**config.mk**
```make
export PLATFORM = sky130hd
export DESIGN_NAME = voxel_brush_scan_generator_flat
export DESIGN_NICKNAME = d
export VERILOG_FILES = /design/src/rtl/vbsg_pkg.sv /design/src/rtl/vbsg_req_if.sv /design/src/rtl/vbsg_rsp_if.sv /design/src/rtl/vbsg_front.sv /design/src/rtl/vbsg_queue.sv /design/src/rtl/vbsg_scan.sv /design/src/rtl/vbsg_shape.sv /design/src/rtl/voxel_brush_scan_generator.sv /design/src/flat_wrapper.sv
export SDC_FILE = /design/constraint.sdc
export NUM_CORES = 2
export LEC_CHECK = 0
export BUFFER_PORTS_ARGS = -buffer_cell sky130_fd_sc_hd__buf_4
export CORE_MARGIN = 5
export CORE_UTILIZATION = 45
export CTS_CLUSTER_SIZE = 24
export DETAILED_ROUTE_END_ITERATION = 6
export GPL_ROUTABILITY_DRIVEN = 0
export PLACE_DENSITY = 0.74
export SETUP_SLACK_MARGIN = 0.5
export SYNTH_ARGS = -nofsm -noshare
export SYNTH_HDL_FRONTEND = slang
export SYNTH_HIERARCHICAL = 1
export SYNTH_SLANG_ARGS = --single-unit
```
**constraint.sdc**
```tcl
create_clock -name clock -period 13.72 [get_ports clock]
set_input_delay 0.686 -clock clock [delete_from_list [all_inputs] [get_ports clock]]
set_output_delay 0.686 -clock clock [all_outputs]
set_load 0.01 [all_outputs]
```
**src/rtl/vbsg_pkg.sv**
```systemverilog
package vbsg_pkg;

   // Width of the paint label carried from the start transaction to every result of its stroke.
   localparam int VALUE_BITS = 64;

   // Entries in the queue between the front end and the scan sequencer.
   localparam int QUEUE_DEPTH = 4;

   // Configuration register indexes.
   localparam int CSR_INDEX_BITS = 3;
   localparam logic [CSR_INDEX_BITS-1:0] CSR_BRUSH_RADIUS = 3'd0;
   localparam logic [CSR_INDEX_BITS-1:0] CSR_CIRCLE_SHAPE = 3'd1;
   localparam logic [CSR_INDEX_BITS-1:0] CSR_FLAT_MODE    = 3'd2;
   localparam logic [CSR_INDEX_BITS-1:0] CSR_VIEW_PLANE   = 3'd3;
   localparam logic [CSR_INDEX_BITS-1:0] CSR_LIMIT_X      = 3'd4;
   localparam logic [CSR_INDEX_BITS-1:0] CSR_LIMIT_Y      = 3'd5;
   localparam logic [CSR_INDEX_BITS-1:0] CSR_LIMIT_Z      = 3'd6;
   localparam logic [CSR_INDEX_BITS-1:0] CSR_MERGE_TOOL   = 3'd7;

   // View planes: each one pins the axis normal to it in flat mode.
   localparam logic [1:0] VIEW_XY = 2'd0;
   localparam logic [1:0] VIEW_XZ = 2'd1;
   localparam logic [1:0] VIEW_YZ = 2'd2;

   // Request actions.
   localparam logic ACTION_START = 1'b0;
   localparam logic ACTION_STEP  = 1'b1;

   typedef struct packed {
      logic       circle_shape;
      logic       flat_mode;
      logic [1:0] view_plane;
      logic       merge_tool;
   } vbsg_mode_type;

   typedef struct packed {
      logic last;
      logic no_stroke;
   } vbsg_flags_type;

   // Queue entry layout: step flag, stroke-valid flag, low x/y/z, high x/y/z,
   // centre x/y/z and the paint label.
   function automatic int entry_bits(int coord_bits);
      return 2 + 9 * coord_bits + VALUE_BITS;
   endfunction

endpackage

```
**src/rtl/vbsg_req_if.sv**
```systemverilog
interface vbsg_req_if import vbsg_pkg::*; #(
   parameter int COORD_BITS = 16
) ();
   logic                  valid;
   logic                  ready;
   logic                  action;
   logic [COORD_BITS-1:0] centre_x;
   logic [COORD_BITS-1:0] centre_y;
   logic [COORD_BITS-1:0] centre_z;
   logic [VALUE_BITS-1:0] paint_value;

   modport source (
      output valid, action, centre_x, centre_y, centre_z, paint_value,
      input  ready
   );

   modport sink (
      input  valid, action, centre_x, centre_y, centre_z, paint_value,
      output ready
   );
endinterface

```
**src/rtl/vbsg_rsp_if.sv**
```systemverilog
interface vbsg_rsp_if import vbsg_pkg::*; #(
   parameter int COORD_BITS = 16
) ();
   logic                  valid;
   logic                  ready;
   logic [COORD_BITS-1:0] voxel_x;
   logic [COORD_BITS-1:0] voxel_y;
   logic [COORD_BITS-1:0] voxel_z;
   logic [VALUE_BITS-1:0] write_value;
   logic                  do_write;
   logic                  last;
   logic                  no_stroke;

   modport source (
      output valid, voxel_x, voxel_y, voxel_z, write_value, do_write, last, no_stroke,
      input  ready
   );

   modport sink (
      input  valid, voxel_x, voxel_y, voxel_z, write_value, do_write, last, no_stroke,
      output ready
   );
endinterface

```
**src/rtl/vbsg_front.sv**
```systemverilog
module vbsg_front import vbsg_pkg::*; #(
   parameter int COORD_BITS  = 16,
   parameter int RADIUS_BITS = 8
) (
   vbsg_req_if.sink                              req,
   input  logic                                  queue_full,
   input  vbsg_mode_type                         mode,
   input  logic [RADIUS_BITS-1:0]                radius,
   input  logic [COORD_BITS-1:0]                 limit_x,
   input  logic [COORD_BITS-1:0]                 limit_y,
   input  logic [COORD_BITS-1:0]                 limit_z,
   output logic                                  push,
   output logic [entry_bits(COORD_BITS)-1:0]     entry
);

   localparam int SUM_BITS = ((COORD_BITS > RADIUS_BITS) ? COORD_BITS : RADIUS_BITS) + 1;

   logic [2:0][COORD_BITS-1:0] cen;
   logic [2:0][COORD_BITS-1:0] lim;
   logic [2:0][COORD_BITS-1:0] lo;
   logic [2:0][COORD_BITS-1:0] hi;
   logic [SUM_BITS-1:0]        c_ext;
   logic [SUM_BITS-1:0]        r_ext;
   logic [SUM_BITS-1:0]        h_sum;
   logic                       box_ok;
   logic                       stroke_ok;

   always_comb begin
      cen[0] = req.centre_x;
      cen[1] = req.centre_y;
      cen[2] = req.centre_z;
      lim[0] = limit_x;
      lim[1] = limit_y;
      lim[2] = limit_z;
      c_ext  = '0;
      h_sum  = '0;
      r_ext  = SUM_BITS'(radius);
      // The three axes are independent: clamp centre -/+ radius to 0 and the limit.
      for (int a = 0; a < 3; a++) begin
         c_ext = SUM_BITS'(cen[a]);
         h_sum = c_ext + r_ext;
         lo[a] = (c_ext > r_ext) ? COORD_BITS'(c_ext - r_ext) : '0;
         hi[a] = (h_sum < SUM_BITS'(lim[a])) ? COORD_BITS'(h_sum) : lim[a];
      end
      // A pinned axis takes the centre as it is, without clamping.
      if (mode.flat_mode) begin
         case (mode.view_plane)
            VIEW_XY: begin
               lo[2] = cen[2];
               hi[2] = cen[2];
            end
            VIEW_XZ: begin
               lo[1] = cen[1];
               hi[1] = cen[1];
            end
            VIEW_YZ: begin
               lo[0] = cen[0];
               hi[0] = cen[0];
            end
            default: begin
            end
         endcase
      end
      box_ok    = (lo[0] <= hi[0]) && (lo[1] <= hi[1]) && (lo[2] <= hi[2]);
      stroke_ok = box_ok && !mode.merge_tool;
   end

   assign req.ready = !queue_full;
   assign push      = req.valid && !queue_full;
   assign entry     = {req.action == ACTION_STEP, stroke_ok,
                       lo[0], lo[1], lo[2], hi[0], hi[1], hi[2],
                       cen[0], cen[1], cen[2], req.paint_value};

endmodule

```
**src/rtl/vbsg_queue.sv**
```systemverilog
module vbsg_queue import vbsg_pkg::*; #(
   parameter int WIDTH = 8
) (
   input  logic             clock,
   input  logic             reset,
   input  logic             push,
   input  logic [WIDTH-1:0] push_data,
   output logic             full,
   input  logic             pop,
   output logic [WIDTH-1:0] head,
   output logic             empty
);

   localparam int PTR_BITS = $clog2(QUEUE_DEPTH);
   localparam int CNT_BITS = $clog2(QUEUE_DEPTH + 1);

   logic [WIDTH-1:0]    slot_ff [QUEUE_DEPTH];
   logic [PTR_BITS-1:0] wr_ptr_ff, wr_ptr_in;
   logic [PTR_BITS-1:0] rd_ptr_ff, rd_ptr_in;
   logic [CNT_BITS-1:0] count_ff, count_in;
   logic                do_push;
   logic                do_pop;

   assign full    = (count_ff == CNT_BITS'(QUEUE_DEPTH));
   assign empty   = (count_ff == '0);
   assign do_push = push && !full;
   assign do_pop  = pop && !empty;
   assign head    = slot_ff[rd_ptr_ff];

   always_comb begin
      wr_ptr_in = do_push ? wr_ptr_ff + PTR_BITS'(1) : wr_ptr_ff;
      rd_ptr_in = do_pop ? rd_ptr_ff + PTR_BITS'(1) : rd_ptr_ff;
      count_in  = count_ff;
      if (do_push && !do_pop) begin
         count_in = count_ff + CNT_BITS'(1);
      end else if (do_pop && !do_push) begin
         count_in = count_ff - CNT_BITS'(1);
      end
   end

   always_ff @(posedge clock) begin
      if (reset) begin
         wr_ptr_ff <= '0;
         rd_ptr_ff <= '0;
         count_ff  <= '0;
      end else begin
         wr_ptr_ff <= wr_ptr_in;
         rd_ptr_ff <= rd_ptr_in;
         count_ff  <= count_in;
      end
   end

   always_ff @(posedge clock) begin
      if (do_push) begin
         slot_ff[wr_ptr_ff] <= push_data;
      end
   end

endmodule

```
**src/rtl/vbsg_scan.sv**
```systemverilog
module vbsg_scan import vbsg_pkg::*; #(
   parameter int COORD_BITS  = 16,
   parameter int RADIUS_BITS = 8
) (
   input  logic                                  clock,
   input  logic                                  reset,
   input  logic                                  queue_empty,
   input  logic [entry_bits(COORD_BITS)-1:0]     head,
   output logic                                  pop,
   input  logic                                  s1_ready,
   output logic                                  s1_valid,
   output logic [COORD_BITS-1:0]                 s1_x,
   output logic [COORD_BITS-1:0]                 s1_y,
   output logic [COORD_BITS-1:0]                 s1_z,
   output logic [VALUE_BITS-1:0]                 s1_value,
   output logic [((RADIUS_BITS < COORD_BITS) ? RADIUS_BITS : COORD_BITS)-1:0] s1_dx,
   output logic [((RADIUS_BITS < COORD_BITS) ? RADIUS_BITS : COORD_BITS)-1:0] s1_dy,
   output logic [((RADIUS_BITS < COORD_BITS) ? RADIUS_BITS : COORD_BITS)-1:0] s1_dz,
   output vbsg_flags_type                        s1_flags
);

   // Inside the box no coordinate is further than the radius from the centre.
   localparam int DIFF_BITS = (RADIUS_BITS < COORD_BITS) ? RADIUS_BITS : COORD_BITS;

   function automatic logic [COORD_BITS-1:0] abs_diff(input logic [COORD_BITS-1:0] a,
                                                      input logic [COORD_BITS-1:0] b);
      return (a > b) ? a - b : b - a;
   endfunction

   logic                  head_step, head_ok;
   logic [COORD_BITS-1:0] head_lo_x, head_lo_y, head_lo_z;
   logic [COORD_BITS-1:0] head_hi_x, head_hi_y, head_hi_z;
   logic [COORD_BITS-1:0] head_c_x, head_c_y, head_c_z;
   logic [VALUE_BITS-1:0] head_value;

   logic                  active_ff, active_in;
   logic [COORD_BITS-1:0] scan_x_ff, scan_x_in, scan_y_ff, scan_y_in, scan_z_ff, scan_z_in;
   logic [COORD_BITS-1:0] low_y_ff, low_y_in, low_z_ff, low_z_in;
   logic [COORD_BITS-1:0] high_x_ff, high_x_in, high_y_ff, high_y_in, high_z_ff, high_z_in;
   logic [COORD_BITS-1:0] cen_x_ff, cen_x_in, cen_y_ff, cen_y_in, cen_z_ff, cen_z_in;
   logic [VALUE_BITS-1:0] value_ff, value_in;

   logic                  s1_valid_ff, s1_valid_in;
   logic [COORD_BITS-1:0] s1_x_ff, s1_x_in, s1_y_ff, s1_y_in, s1_z_ff, s1_z_in;
   logic [VALUE_BITS-1:0] s1_value_ff, s1_value_in;
   logic [DIFF_BITS-1:0]  s1_dx_ff, s1_dx_in, s1_dy_ff, s1_dy_in, s1_dz_ff, s1_dz_in;
   vbsg_flags_type        s1_flags_ff, s1_flags_in;

   logic s1_en, pop_start, pop_step, at_end;

   assign {head_step, head_ok, head_lo_x, head_lo_y, head_lo_z,
           head_hi_x, head_hi_y, head_hi_z, head_c_x, head_c_y, head_c_z, head_value} = head;

   assign s1_en     = !s1_valid_ff || s1_ready;
   assign pop_start = !queue_empty && !head_step;
   assign pop_step  = !queue_empty && head_step && s1_en;
   assign pop       = pop_start || pop_step;
   assign at_end    = (scan_x_ff == high_x_ff) && (scan_y_ff == high_y_ff) &&
                      (scan_z_ff == high_z_ff);

   always_comb begin
      active_in = active_ff;
      scan_x_in = scan_x_ff;
      scan_y_in = scan_y_ff;
      scan_z_in = scan_z_ff;
      low_y_in  = low_y_ff;
      low_z_in  = low_z_ff;
      high_x_in = high_x_ff;
      high_y_in = high_y_ff;
      high_z_in = high_z_ff;
      cen_x_in  = cen_x_ff;
      cen_y_in  = cen_y_ff;
      cen_z_in  = cen_z_ff;
      value_in  = value_ff;

      if (pop_start) begin
         active_in = head_ok;
         scan_x_in = head_lo_x;
         scan_y_in = head_lo_y;
         scan_z_in = head_lo_z;
         low_y_in  = head_lo_y;
         low_z_in  = head_lo_z;
         high_x_in = head_hi_x;
         high_y_in = head_hi_y;
         high_z_in = head_hi_z;
         cen_x_in  = head_c_x;
         cen_y_in  = head_c_y;
         cen_z_in  = head_c_z;
         value_in  = head_value;
      end else if (pop_step && active_ff) begin
         // Odometer over the box: z fastest, then y, then x.
         if (at_end) begin
            active_in = 1'b0;
         end else if (scan_z_ff != high_z_ff) begin
            scan_z_in = scan_z_ff + COORD_BITS'(1);
         end else begin
            scan_z_in = low_z_ff;
            if (scan_y_ff != high_y_ff) begin
               scan_y_in = scan_y_ff + COORD_BITS'(1);
            end else begin
               scan_y_in = low_y_ff;
               scan_x_in = scan_x_ff + COORD_BITS'(1);
            end
         end
      end

      s1_valid_in = s1_en ? pop_step : s1_valid_ff;
      s1_x_in     = s1_x_ff;
      s1_y_in     = s1_y_ff;
      s1_z_in     = s1_z_ff;
      s1_value_in = s1_value_ff;
      s1_dx_in    = s1_dx_ff;
      s1_dy_in    = s1_dy_ff;
      s1_dz_in    = s1_dz_ff;
      s1_flags_in = s1_flags_ff;
      if (pop_step) begin
         if (active_ff) begin
            s1_x_in               = scan_x_ff;
            s1_y_in               = scan_y_ff;
            s1_z_in               = scan_z_ff;
            s1_value_in           = value_ff;
            s1_dx_in              = DIFF_BITS'(abs_diff(scan_x_ff, cen_x_ff));
            s1_dy_in              = DIFF_BITS'(abs_diff(scan_y_ff, cen_y_ff));
            s1_dz_in              = DIFF_BITS'(abs_diff(scan_z_ff, cen_z_ff));
            s1_flags_in.last      = at_end;
            s1_flags_in.no_stroke = 1'b0;
         end else begin
            s1_x_in               = '0;
            s1_y_in               = '0;
            s1_z_in               = '0;
            s1_value_in           = '0;
            s1_dx_in              = '0;
            s1_dy_in              = '0;
            s1_dz_in              = '0;
            s1_flags_in.last      = 1'b0;
            s1_flags_in.no_stroke = 1'b1;
         end
      end
   end

   always_ff @(posedge clock) begin
      if (reset) begin
         active_ff   <= 1'b0;
         s1_valid_ff <= 1'b0;
      end else begin
         active_ff   <= active_in;
         s1_valid_ff <= s1_valid_in;
      end
   end

   always_ff @(posedge clock) begin
      scan_x_ff   <= scan_x_in;
      scan_y_ff   <= scan_y_in;
      scan_z_ff   <= scan_z_in;
      low_y_ff    <= low_y_in;
      low_z_ff    <= low_z_in;
      high_x_ff   <= high_x_in;
      high_y_ff   <= high_y_in;
      high_z_ff   <= high_z_in;
      cen_x_ff    <= cen_x_in;
      cen_y_ff    <= cen_y_in;
      cen_z_ff    <= cen_z_in;
      value_ff    <= value_in;
      s1_x_ff     <= s1_x_in;
      s1_y_ff     <= s1_y_in;
      s1_z_ff     <= s1_z_in;
      s1_value_ff <= s1_value_in;
      s1_dx_ff    <= s1_dx_in;
      s1_dy_ff    <= s1_dy_in;
      s1_dz_ff    <= s1_dz_in;
      s1_flags_ff <= s1_flags_in;
   end

   assign s1_valid = s1_valid_ff;
   assign s1_x     = s1_x_ff;
   assign s1_y     = s1_y_ff;
   assign s1_z     = s1_z_ff;
   assign s1_value = s1_value_ff;
   assign s1_dx    = s1_dx_ff;
   assign s1_dy    = s1_dy_ff;
   assign s1_dz    = s1_dz_ff;
   assign s1_flags = s1_flags_ff;

endmodule

```
**src/rtl/vbsg_shape.sv**
```systemverilog
module vbsg_shape import vbsg_pkg::*; #(
   parameter int COORD_BITS  = 16,
   parameter int RADIUS_BITS = 8
) (
   input  logic                   clock,
   input  logic                   reset,
   input  logic [RADIUS_BITS-1:0] radius,
   input  vbsg_mode_type          mode,
   input  logic                   s1_valid,
   output logic                   s1_ready,
   input  logic [COORD_BITS-1:0]  s1_x,
   input  logic [COORD_BITS-1:0]  s1_y,
   input  logic [COORD_BITS-1:0]  s1_z,
   input  logic [VALUE_BITS-1:0]  s1_value,
   input  logic [((RADIUS_BITS < COORD_BITS) ? RADIUS_BITS : COORD_BITS)-1:0] s1_dx,
   input  logic [((RADIUS_BITS < COORD_BITS) ? RADIUS_BITS : COORD_BITS)-1:0] s1_dy,
   input  logic [((RADIUS_BITS < COORD_BITS) ? RADIUS_BITS : COORD_BITS)-1:0] s1_dz,
   input  vbsg_flags_type         s1_flags,
   vbsg_rsp_if.source             rsp
);

   localparam int DIFF_BITS = (RADIUS_BITS < COORD_BITS) ? RADIUS_BITS : COORD_BITS;
   localparam int SQ_BITS   = 2 * DIFF_BITS;
   localparam int LIM_BITS  = 2 * RADIUS_BITS + 2;

   logic [LIM_BITS-1:0]   rp1;
   logic [LIM_BITS-1:0]   lim_ff;
   logic [LIM_BITS-1:0]   dist_sum;

   logic                  s2_valid_ff, s2_valid_in;
   logic [COORD_BITS-1:0] s2_x_ff, s2_y_ff, s2_z_ff;
   logic [VALUE_BITS-1:0] s2_value_ff;
   logic [SQ_BITS-1:0]    s2_sqx_ff, s2_sqy_ff, s2_sqz_ff;
   vbsg_flags_type        s2_flags_ff;

   logic                  out_valid_ff, out_valid_in;
   logic [COORD_BITS-1:0] out_x_ff, out_y_ff, out_z_ff;
   logic [VALUE_BITS-1:0] out_value_ff;
   logic                  out_write_ff, out_write_in;
   vbsg_flags_type        out_flags_ff;

   logic out_en, s2_en;

   assign out_en   = !out_valid_ff || rsp.ready;
   assign s2_en    = !s2_valid_ff || out_en;
   assign s1_ready = s2_en;

   // Squared radius bound (r+1)^2, refreshed from the register every cycle.
   assign rp1 = LIM_BITS'(radius) + LIM_BITS'(1);

   always_ff @(posedge clock) begin
      lim_ff <= rp1 * rp1;
   end

   assign dist_sum     = LIM_BITS'(s2_sqx_ff) + LIM_BITS'(s2_sqy_ff) + LIM_BITS'(s2_sqz_ff);
   assign out_write_in = !s2_flags_ff.no_stroke && (!mode.circle_shape || (dist_sum < lim_ff));
   assign s2_valid_in  = s2_en ? s1_valid : s2_valid_ff;
   assign out_valid_in = out_en ? s2_valid_ff : out_valid_ff;

   always_ff @(posedge clock) begin
      if (reset) begin
         s2_valid_ff  <= 1'b0;
         out_valid_ff <= 1'b0;
      end else begin
         s2_valid_ff  <= s2_valid_in;
         out_valid_ff <= out_valid_in;
      end
   end

   always_ff @(posedge clock) begin
      if (s2_en) begin
         s2_x_ff     <= s1_x;
         s2_y_ff     <= s1_y;
         s2_z_ff     <= s1_z;
         s2_value_ff <= s1_value;
         s2_sqx_ff   <= SQ_BITS'(s1_dx) * SQ_BITS'(s1_dx);
         s2_sqy_ff   <= SQ_BITS'(s1_dy) * SQ_BITS'(s1_dy);
         s2_sqz_ff   <= SQ_BITS'(s1_dz) * SQ_BITS'(s1_dz);
         s2_flags_ff <= s1_flags;
      end
      if (out_en) begin
         out_x_ff     <= s2_x_ff;
         out_y_ff     <= s2_y_ff;
         out_z_ff     <= s2_z_ff;
         out_value_ff <= s2_value_ff;
         out_write_ff <= out_write_in;
         out_flags_ff <= s2_flags_ff;
      end
   end

   assign rsp.valid       = out_valid_ff;
   assign rsp.voxel_x     = out_x_ff;
   assign rsp.voxel_y     = out_y_ff;
   assign rsp.voxel_z     = out_z_ff;
   assign rsp.write_value = out_value_ff;
   assign rsp.do_write    = out_write_ff;
   assign rsp.last        = out_flags_ff.last;
   assign rsp.no_stroke   = out_flags_ff.no_stroke;

endmodule

```
**src/rtl/voxel_brush_scan_generator.sv**
```systemverilog
// Channel    Direction  Handshake      Carries
// req_chan   in         valid/ready    action, centre_x/y/z, paint_value
// rsp_chan   out        valid/ready    voxel_x/y/z, write_value, do_write, last, no_stroke
// csr_*      in         write enable   register index and data, no read-back
//
// One request transaction is taken every cycle while the four-entry queue has room; the
// scan sequencer retires one step per cycle while the output is not stalled, so the
// sustained rate is one transaction per cycle. A step's request is written into a queue
// entry, and its result then passes the scan register, the square register and the
// output register in that order.
// Reset is synchronous and active high; it empties the queue and every pipeline stage and
// drops any stroke. A stalled response stalls the square and scan stages behind it, and
// requests keep entering until the queue is full.
module voxel_brush_scan_generator import vbsg_pkg::*; #(
   parameter int COORD_BITS  = 16,
   parameter int RADIUS_BITS = 8
) (
   input  logic                        clock,
   input  logic                        reset,
   vbsg_req_if.sink                    req_chan,
   vbsg_rsp_if.source                  rsp_chan,
   input  logic                        csr_write_en,
   input  logic [CSR_INDEX_BITS-1:0]   csr_index,
   input  logic [((COORD_BITS > RADIUS_BITS) ? COORD_BITS : RADIUS_BITS)-1:0] csr_data
);

   localparam int ENTRY_BITS = entry_bits(COORD_BITS);
   localparam int DIFF_BITS  = (RADIUS_BITS < COORD_BITS) ? RADIUS_BITS : COORD_BITS;

   // Configuration registers, read directly by every stage. The user must change them only
   // while no transaction is in flight; the block itself does not enforce this.
   logic [RADIUS_BITS-1:0] radius_ff;
   logic [COORD_BITS-1:0]  limit_x_ff, limit_y_ff, limit_z_ff;
   vbsg_mode_type          mode_ff;

   always_ff @(posedge clock) begin
      if (reset) begin
         radius_ff  <= '0;
         limit_x_ff <= '1;
         limit_y_ff <= '1;
         limit_z_ff <= '1;
         mode_ff    <= '0;
      end else if (csr_write_en) begin
         case (csr_index)
            CSR_BRUSH_RADIUS: radius_ff             <= RADIUS_BITS'(csr_data);
            CSR_CIRCLE_SHAPE: mode_ff.circle_shape  <= csr_data[0];
            CSR_FLAT_MODE:    mode_ff.flat_mode     <= csr_data[0];
            CSR_VIEW_PLANE:   mode_ff.view_plane    <= csr_data[1:0];
            CSR_LIMIT_X:      limit_x_ff            <= COORD_BITS'(csr_data);
            CSR_LIMIT_Y:      limit_y_ff            <= COORD_BITS'(csr_data);
            CSR_LIMIT_Z:      limit_z_ff            <= COORD_BITS'(csr_data);
            CSR_MERGE_TOOL:   mode_ff.merge_tool    <= csr_data[0];
            default: begin
            end
         endcase
      end
   end

   // The front end classifies each transaction and, for a start, works out the clamped
   // bounding box before it enters the queue.
   logic                  push, queue_full, queue_empty, pop;
   logic [ENTRY_BITS-1:0] entry, head;

   vbsg_front #(
      .COORD_BITS  (COORD_BITS),
      .RADIUS_BITS (RADIUS_BITS)
   ) u_front (
      .req        (req_chan),
      .queue_full (queue_full),
      .mode       (mode_ff),
      .radius     (radius_ff),
      .limit_x    (limit_x_ff),
      .limit_y    (limit_y_ff),
      .limit_z    (limit_z_ff),
      .push       (push),
      .entry      (entry)
   );

   vbsg_queue #(
      .WIDTH (ENTRY_BITS)
   ) u_queue (
      .clock     (clock),
      .reset     (reset),
      .push      (push),
      .push_data (entry),
      .full      (queue_full),
      .pop       (pop),
      .head      (head),
      .empty     (queue_empty)
   );

   // The back end: the scan sequencer owns the stroke state and walks the box; a start
   // entry is consumed at once, a step entry only when the next stage can take it.
   logic                  s1_valid, s1_ready;
   logic [COORD_BITS-1:0] s1_x, s1_y, s1_z;
   logic [VALUE_BITS-1:0] s1_value;
   logic [DIFF_BITS-1:0]  s1_dx, s1_dy, s1_dz;
   vbsg_flags_type        s1_flags;

   vbsg_scan #(
      .COORD_BITS  (COORD_BITS),
      .RADIUS_BITS (RADIUS_BITS)
   ) u_scan (
      .clock       (clock),
      .reset       (reset),
      .queue_empty (queue_empty),
      .head        (head),
      .pop         (pop),
      .s1_ready    (s1_ready),
      .s1_valid    (s1_valid),
      .s1_x        (s1_x),
      .s1_y        (s1_y),
      .s1_z        (s1_z),
      .s1_value    (s1_value),
      .s1_dx       (s1_dx),
      .s1_dy       (s1_dy),
      .s1_dz       (s1_dz),
      .s1_flags    (s1_flags)
   );

   // Sphere test, used when circle_shape is set: squares are registered, then summed and
   // compared against (r+1)^2 in front of the output register.
   vbsg_shape #(
      .COORD_BITS  (COORD_BITS),
      .RADIUS_BITS (RADIUS_BITS)
   ) u_shape (
      .clock    (clock),
      .reset    (reset),
      .radius   (radius_ff),
      .mode     (mode_ff),
      .s1_valid (s1_valid),
      .s1_ready (s1_ready),
      .s1_x     (s1_x),
      .s1_y     (s1_y),
      .s1_z     (s1_z),
      .s1_value (s1_value),
      .s1_dx    (s1_dx),
      .s1_dy    (s1_dy),
      .s1_dz    (s1_dz),
      .s1_flags (s1_flags),
      .rsp      (rsp_chan)
   );

endmodule
```
**src/flat_wrapper.sv**
```systemverilog
// flat-port wrapper written by rule: the top's interface ports become plain ports
module voxel_brush_scan_generator_flat import vbsg_pkg::*;
#(
   parameter int COORD_BITS  = 16,
   parameter int RADIUS_BITS = 8
)
  (clock, reset, csr_write_en, csr_index, csr_data, req_chan_valid, req_chan_action, req_chan_centre_x, req_chan_centre_y, req_chan_centre_z, req_chan_paint_value, req_chan_ready, rsp_chan_valid, rsp_chan_voxel_x, rsp_chan_voxel_y, rsp_chan_voxel_z, rsp_chan_write_value, rsp_chan_do_write, rsp_chan_last, rsp_chan_no_stroke, rsp_chan_ready);
  vbsg_req_if #(.COORD_BITS(COORD_BITS)) req_chan_i ();
  vbsg_rsp_if #(.COORD_BITS(COORD_BITS)) rsp_chan_i ();
  input  logic clock;
  input  logic reset;
  input  logic csr_write_en;
  input  logic [CSR_INDEX_BITS-1:0] csr_index;
  input  logic [((COORD_BITS > RADIUS_BITS) ? COORD_BITS : RADIUS_BITS)-1:0] csr_data;
  input wire logic [$bits(req_chan_i.valid)-1:0] req_chan_valid;
  input wire logic [$bits(req_chan_i.action)-1:0] req_chan_action;
  input wire logic [$bits(req_chan_i.centre_x)-1:0] req_chan_centre_x;
  input wire logic [$bits(req_chan_i.centre_y)-1:0] req_chan_centre_y;
  input wire logic [$bits(req_chan_i.centre_z)-1:0] req_chan_centre_z;
  input wire logic [$bits(req_chan_i.paint_value)-1:0] req_chan_paint_value;
  output wire logic [$bits(req_chan_i.ready)-1:0] req_chan_ready;
  output wire logic [$bits(rsp_chan_i.valid)-1:0] rsp_chan_valid;
  output wire logic [$bits(rsp_chan_i.voxel_x)-1:0] rsp_chan_voxel_x;
  output wire logic [$bits(rsp_chan_i.voxel_y)-1:0] rsp_chan_voxel_y;
  output wire logic [$bits(rsp_chan_i.voxel_z)-1:0] rsp_chan_voxel_z;
  output wire logic [$bits(rsp_chan_i.write_value)-1:0] rsp_chan_write_value;
  output wire logic [$bits(rsp_chan_i.do_write)-1:0] rsp_chan_do_write;
  output wire logic [$bits(rsp_chan_i.last)-1:0] rsp_chan_last;
  output wire logic [$bits(rsp_chan_i.no_stroke)-1:0] rsp_chan_no_stroke;
  input wire logic [$bits(rsp_chan_i.ready)-1:0] rsp_chan_ready;
  assign req_chan_i.valid = req_chan_valid;
  assign req_chan_i.action = req_chan_action;
  assign req_chan_i.centre_x = req_chan_centre_x;
  assign req_chan_i.centre_y = req_chan_centre_y;
  assign req_chan_i.centre_z = req_chan_centre_z;
  assign req_chan_i.paint_value = req_chan_paint_value;
  assign req_chan_ready = req_chan_i.ready;
  assign rsp_chan_valid = rsp_chan_i.valid;
  assign rsp_chan_voxel_x = rsp_chan_i.voxel_x;
  assign rsp_chan_voxel_y = rsp_chan_i.voxel_y;
  assign rsp_chan_voxel_z = rsp_chan_i.voxel_z;
  assign rsp_chan_write_value = rsp_chan_i.write_value;
  assign rsp_chan_do_write = rsp_chan_i.do_write;
  assign rsp_chan_last = rsp_chan_i.last;
  assign rsp_chan_no_stroke = rsp_chan_i.no_stroke;
  assign rsp_chan_i.ready = rsp_chan_ready;
  voxel_brush_scan_generator #(.COORD_BITS(COORD_BITS), .RADIUS_BITS(RADIUS_BITS)) u_core (.clock(clock), .reset(reset), .req_chan(req_chan_i), .rsp_chan(rsp_chan_i), .csr_write_en(csr_write_en), .csr_index(csr_index), .csr_data(csr_data));
endmodule
```
==> Word-level counts from Yosys, hierarchy flattened <==
Memory sizes are Yosys's and may differ from the RTL's. A register that Yosys moved wholly into a read port is not among the register bits.
Cells that the tools add are included.
{ "totals": {"reg_bits": 745, "mem_bits_rw": 840, "inputBits": 137, "n_memories": 1} }
{ "classes": {"add_sub_neg": 22, "n_mul": 4, "n_lt_le_gt_ge": 13, "eq_ne": 18, "muxes": 41, "reduce_logical": 49} }
{ "mem_list": {"columns": ["memory", "words", "width", "read_ports", "rd_clocked_by_memory_dff", "write_ports", "line", "text"], "rows": [
  ["u_core.u_queue.slot_ff", 4, 210, 1, 1, 1, "vbsg_queue.sv:17", "logic [WIDTH-1:0] slot_ff [QUEUE_DEPTH];"]
]} }
{ "ops": {"columns": ["op", "count"], "rows": [
  ["$mux W16", 26],
  ["$mux W48", 2],
  ["$add A16 B8 Y17", 3],
  ["$lt A17 B16 Y1", 3],
  ["$add A16 B1 Y16 const B", 3],
  ["$eq A16 B16 Y1", 3],
  ["$gt A16 B16 Y1", 3],
  ["$gt A16 B8 Y1", 3],
  ["$le A16 B16 Y1", 3],
  ["$mul A8 B8 Y16", 3],
  ["$sub A16 B8 Y16", 3],
  ["$sub A8 B8 Y8", 6],
  ["$ne A16 B16 Y1", 2],
  ["$mux W8", 3],
  ["$reduce_and A2 Y1", 10],
  ["$add A17 B16 Y18", 1],
  ["$lt A18 B18 Y1", 1],
  ["$mul A9 B9 Y18", 1],
  ["$add A16 B16 Y17", 1],
  ["$eq A3 B3 Y1 const B", 5],
  ["$logic_and A1 B1 Y1", 15],
  ["$logic_not A1 Y1", 11],
  ["$add A8 B1 Y9 const B", 1],
  ["$eq A3 B2 Y1 const B", 2],
  ["16 further kinds", 33]
]} }

==> Logic depth before layout (Yosys ltp) <==
{ "depth": {"depth_word": 10, "ltp_mapped": 27, "mapped_depth_nobuf": 24} }

==> Cells and area by module <==
Netlist, hierarchy kept.
{ "modules_own_cells": {"columns": ["module", "instances", "cells_per_inst", "area_per_inst_um2", "seq_area_each_um2"], "rows": [
  ["vbsg_queue", 1, 1145, 30982.2, 25404.4],
  ["vbsg_scan", 1, 1310, 17301.6, 11390.9],
  ["vbsg_shape", 1, 1309, 17043.8, 8608.3],
  ["vbsg_front", 1, 1209, 8329.2, 0.0],
  ["voxel_brush_scan_generator", 1, 234, 2423.6, 1221.2]
]} }

==> Least setup slack after synthesis <==
OpenSTA, ideal clock, no wires.
{ "synth_timing": {"kind": "in2reg", "start": "in rsp_chan_ready", "end": "reg u_core.u_scan.scan_x_ff[0] (enable)", "setup_time_ps": 414, "arrival_ps": 13611, "slack_ps": -305, "path_stages": 6, "path_buffers": 0, "cell_sequence": "nor2b_1 -> nand2_1 -> inv_1 -> a21oi_1 -> nand3b_1 -> o31ai_1"} }
{ "synth_via": {"elab_chain_cells": 7} }
{ "synth_lines": {"columns": ["item", "line", "text"], "rows": [
  ["start: declaration", "flat_wrapper.sv:30", "input wire logic [$bits(rsp_chan_i.ready)-1:0] rsp_chan_ready;"],
  ["$logic_or A1 B1 Y1", "vbsg_shape.sv:44", "assign out_en = !out_valid_ff || rsp.ready;"],
  ["$logic_or A1 B1 Y1", "vbsg_shape.sv:45", "assign s2_en = !s2_valid_ff || out_en;"],
  ["net u_core.s1_ready", "voxel_brush_scan_generator.sv:94", "logic s1_valid, s1_ready;"],
  ["$logic_or A1 B1 Y1", "vbsg_scan.sv:54", "assign s1_en = !s1_valid_ff || s1_ready;"],
  ["$logic_and A1 B1 Y1", "vbsg_scan.sv:56", "assign pop_step = !queue_empty && head_step && s1_en;"],
  ["net u_core.u_scan.pop_step", "vbsg_scan.sv:49", "logic s1_en, pop_start, pop_step, at_end;"],
  ["$logic_and A1 B1 Y1", "vbsg_scan.sv:90", "end else if (pop_step && active_ff) begin"],
  ["$reduce_bool A2 Y1 (no source line)", null, null],
  ["$reduce_and A4 Y1 (no source line)", null, null],
  ["end signal: assignment", "vbsg_scan.sv:152", "scan_x_ff <= scan_x_in;"],
  ["end: declaration", "vbsg_scan.sv:37", "logic [COORD_BITS-1:0] scan_x_ff, scan_x_in, scan_y_ff, scan_y_in, scan_z_ff, scan_z_in;"]
]} }
The timed path passes the listed nets, and every way through them passes these cells.
A chain may end at the register's enable or synchronous reset.

==> Final worst setup path <==
{ "layout_timing": {"start": "reg u_core.radius_ff[1]", "end": "mem u_core/u_queue/slot_ff[1][208] in the netlist's numbering (data pin)"} }
{ "layout_via": {"elab_chain_cells": 9, "elab_cells_between_ends": 32, "classes_between": "6 x add/sub; 9 x order compare; 14 x mux; 3 x reduce/logical"} }
{ "layout_lines": {"columns": ["item", "line", "text"], "rows": [
  ["start: declaration", "voxel_brush_scan_generator.sv:32", "logic [RADIUS_BITS-1:0] radius_ff;"],
  ["start signal: assignment", "voxel_brush_scan_generator.sv:45", "CSR_BRUSH_RADIUS: radius_ff <= RADIUS_BITS'(csr_data);"],
  ["$add A16 B8 Y17", "vbsg_front.sv:41", "h_sum = c_ext + r_ext;"],
  ["$lt A17 B16 Y1", "vbsg_front.sv:43", "hi[a] = (h_sum < SUM_BITS'(lim[a])) ? COORD_BITS'(h_sum) : lim[a];"],
  ["$mux W16", "vbsg_front.sv:43", null],
  ["$mux W16", "vbsg_front.sv:47", "case (mode.view_plane)"],
  ["$mux W48", "vbsg_front.sv:46", "if (mode.flat_mode) begin"],
  ["$le A16 B16 Y1", "vbsg_front.sv:64", "box_ok = (lo[0] <= hi[0]) && (lo[1] <= hi[1]) && (lo[2] <= hi[2]);"],
  ["$logic_and A1 B1 Y1", "vbsg_front.sv:64", null],
  ["$logic_and A1 B1 Y1 *", "vbsg_front.sv:64", null],
  ["$logic_and A1 B1 Y1 *", "vbsg_front.sv:65", "stroke_ok = box_ok && !mode.merge_tool;"],
  ["net u_core.entry[208]", "voxel_brush_scan_generator.sv:62", "logic [ENTRY_BITS-1:0] entry, head;"],
  ["end: declaration", "vbsg_queue.sv:17", null]
]} }
Mark *: on every way through the listed nets, which the timed path passes. The rest lies on a longest branch.

==> out/results.tsv <==
stage	metric	value	unit
cts	clockBufferDepth	3	
drt	drc	0	
timing	finalSetupViolCount	0	
cells_and_area	drive_above_1_share	14.7	%
floorplanning	initial_core_util	45.1	%
grt	grt_pass1_vias	43500	
status	outcome	finished clean	
timing	max_clock_freq	0.132	GHz
yosys	synthSimpleGateAreaFrac	7.80	%
cts	cts_made_buffers	160	
timing	hold_viol	0	
drt	ant_nets	0	
cts	cts_tree	done	
yosys	yosys-top-cells-count	edfxtp_1 (1492), inv_1 (381), ha_1 (372)	
power	p_leak	0.0317	uW
yosys	yosysWarnings	6	
cells_and_area	syn_to_final_growth	11.1	%
yosys	synth_edf_count	1492	
yosys	synth-xor-area-share	2.74	%
drt	vias	43200	
timing	post-route-period-util	55.3	%
drt	wl_per_cell	22.2	um
yosys	async_reset_ff_share	0	%
timing	setup_tns	0	ps
grt	overflow	0	
grt	grt_max_degree	175	
setup_path	required	14200	ps
yosys	syn_area_per_cell	14.6	um2
setup_path	cpMostUsedCell	ha_1	
yosys	synth_top_cell_area_share	58.9	%
timing	worst_pin_slew	1260	ps
placement	dp_slack	6290	ps
floorplanning	die_h	421	um
cts	cts_resized	0	
setup_path	arrival	8070	ps
yosys	ys_ff_latch	1583	
flow_run	cap_violations	0	
setup_path	crit_path_start_kind	flop	
timing	final.setup.worst_slack	6140	ps
cts	root_buffer	clkbuf_16	
grt	antenna_found_initial	20	
yosys	syn-cell-area	76100	um2
yosys	synth_area_leaders	edfxtp_1 (59%), mux4_2 (6.2%), ha_1 (6.1%), fa_1 (3.6%), dfxtp_1 (2.4%)	
cells_and_area	instances_no_fill	7743	
yosys	synth_fa_ha_area_share	9.75	%
yosys	ys_seq_area_share	61.3	%
floorplanning	die_w	421	um
floorplanning	io_pins	254	
drt	viasPerCell	5.59	
grt	grt_usage	19.2	%
setup_path	crit_fanout	17	
floorplanning	num_rows	151	
cells_and_area	finalNetCount	6023	
yosys	synth_cells	5207	
cts	insertion_delay	800	ps
min_path	hold_class	in2reg	
power	power.total	20300	uW
yosys	synth_top_family_by_area	adder cells	
cts	cts_hold_buf	7	
setup_path	path_class	reg2reg	
power	p_per_area	240	nW/um2
setup_path	path_cells	inv_1 -> ha_1 -> inv_1 -> a21oi_1 -> o211ai_1 -> a31oi_1 -> nor2b_1 -> xor2_1 -> ha_1 -> a21oi_1 -> o21ai_0 -> or4_1 -> a311oi_4 -> o21ai_0 -> and3_1 -> ha_1 -> nand4_1 -> nor3_1 -> a2111oi_0 -> a31oi_1 -> a2111oi_0	
drt	wirelength	172000	um
setup_path	critical-path-max-stage-delay	900	ps
timing	min_period	7580	ps
timing	rsz0062_at_grt	false	
yosys	muxShareOfSynthArea	7.79	%
yosys	yosysUniqueCellTypes	112	
yosys	synth_most_common_cell	edfxtp_1	
placement	dp.cells	7425	
cts	path_clk_slew	60	ps
power	ir_drop	0.332	mV
timing	slew_viol_final	0	
placement	hpwl	117000	um
setup_path	endpoint_kind	flop	
floorplanning	coreArea	169000	um2
timing	slew_headroom	15.9	%
floorplanning	dieArea	177000	um2
setup_path	cp_slowest_cell	a311oi_4	
yosys	synth_compound_area_share	6.03	%
grt	grt_first_pass_wirelength	264000	um
yosys	yosys.area.top_type	edfxtp_1	
cts	htreeDepth	4	
placement	numPortBuffers	253	
cts	clock-sinks	1583	
drt	first_iter_violations	4141	
cts	postCtsSetupRepairBufs	0	
yosys	synthFlopType	edfxtp_1	
timing	finClkSkew	41.9	ps
drt	dr.pass1.iters	6	
==> cell families (layout without fill, tap and decap cells) <==
kind of cell             count (synthesis)  count (layout)
flip-flops                            1583            1583
other                                    1              26
AND/OR/NAND/NOR                       1163            1163
adder cells (fa/ha/maj)                510             510
XOR/XNOR                               237             237
AO/OA/AOI/OAI                          696             696
buffers and inverters                  688             981
multiplexers                           329             329
==> through the flow <==
step                      cell area, um2  utilization [%]  hold WS, ps
after floorplan                    76100                -          400
after global placement             79100             46.9          401
after detailed placement           79100             46.9          405
after CTS                          84500             50.1        0.252
after global routing               84500             50.1         19.5
final                              84500             50.1         72.1
==> power by group <==
| part | switching, uW | internal, uW | total [uW] |
|---|---|---|---|
| combinational | 4840 | 3540 | 8380 |
| clock | 1870 | 2430 | 4300 |
| sequential | 613 | 6980 | 7590 |
| total | 7330 | 12900 | 20300 |
==> worst max-delay path: cells and delay by family (launching register included) <==
kind	cells	cell delay (ps)
flops	1	700
fa+ha+maj	3	1000
buf+inv	2	410
xor+xnor	1	180
simple gates	5	1230
compound gates	10	3750
==> area by class of cell <==
| type | instances | area (um2) |
|---|---|---|
| diodes | 16 | 40.0 |
| multi-input cells | 2945 | 26000 |
| inverters | 384 | 1450 |
| fillers | 13800 | 84200 |
| clock inverters | 97 | 1090 |
| flip-flops and latches | 1583 | 46600 |
| clock buffers | 198 | 4170 |
| well taps | 2218 | 2780 |
| repair buffers | 302 | 2300 |
==> metal layers <==
metal	vias up	share of wire [%]	GRT usage [%]
li1	19600	-	-
met1	21600	42	26.1
met2	1735	47	30.7
met3	336	7.0	3.57
met4	6	4.1	7.92
met5	-	0.024	0
==> placed cells by master, fill, tap and decap left out, drive strengths merged, types with 126 or more instances in the layout <==
cell       n
buf      295
mux4     210
nor2     272
xnor2    126
and2     161
ha       372
fa       138
a21oi    144
inv      394
o21ai    210
clkbuf   198
nand2    270
edfxtp  1492
==> worst paths after layout <==
| check | start | end | slack, ps | cells after the start |
|---|---|---|---|---|
| hold reg to reg | u_core/u_scan/s1_value[14] | u_core/u_shape/s2_value_ff[14] | 390 | 0 |
| setup / recovery | u_core/radius_ff[1] | u_core/u_queue/slot_ff[1][208] | 6140 | 21 |
| setup reg to reg | u_core/radius_ff[1] | u_core/u_queue/slot_ff[1][208] | 6140 | 21 |
| hold / removal | req_chan_paint_value[6] | u_core/u_queue/slot_ff[0][6] | 70 | 1 |
==> sequential cells by signal, summed over array words and instances, names as in the netlist, 17 cells and up, named ones only <==
name                            cells
u_core/u_queue/slot_ff            840
u_core/u_shape/s2_value_ff         64
u_core/u_scan/value_ff             64
u_core/u_shape/lim_ff              17
u_core/u_shape/rsp.write_value     64
u_core/u_scan/s1_value             64
No activity file was read; power rests on OpenSTA's default activity.
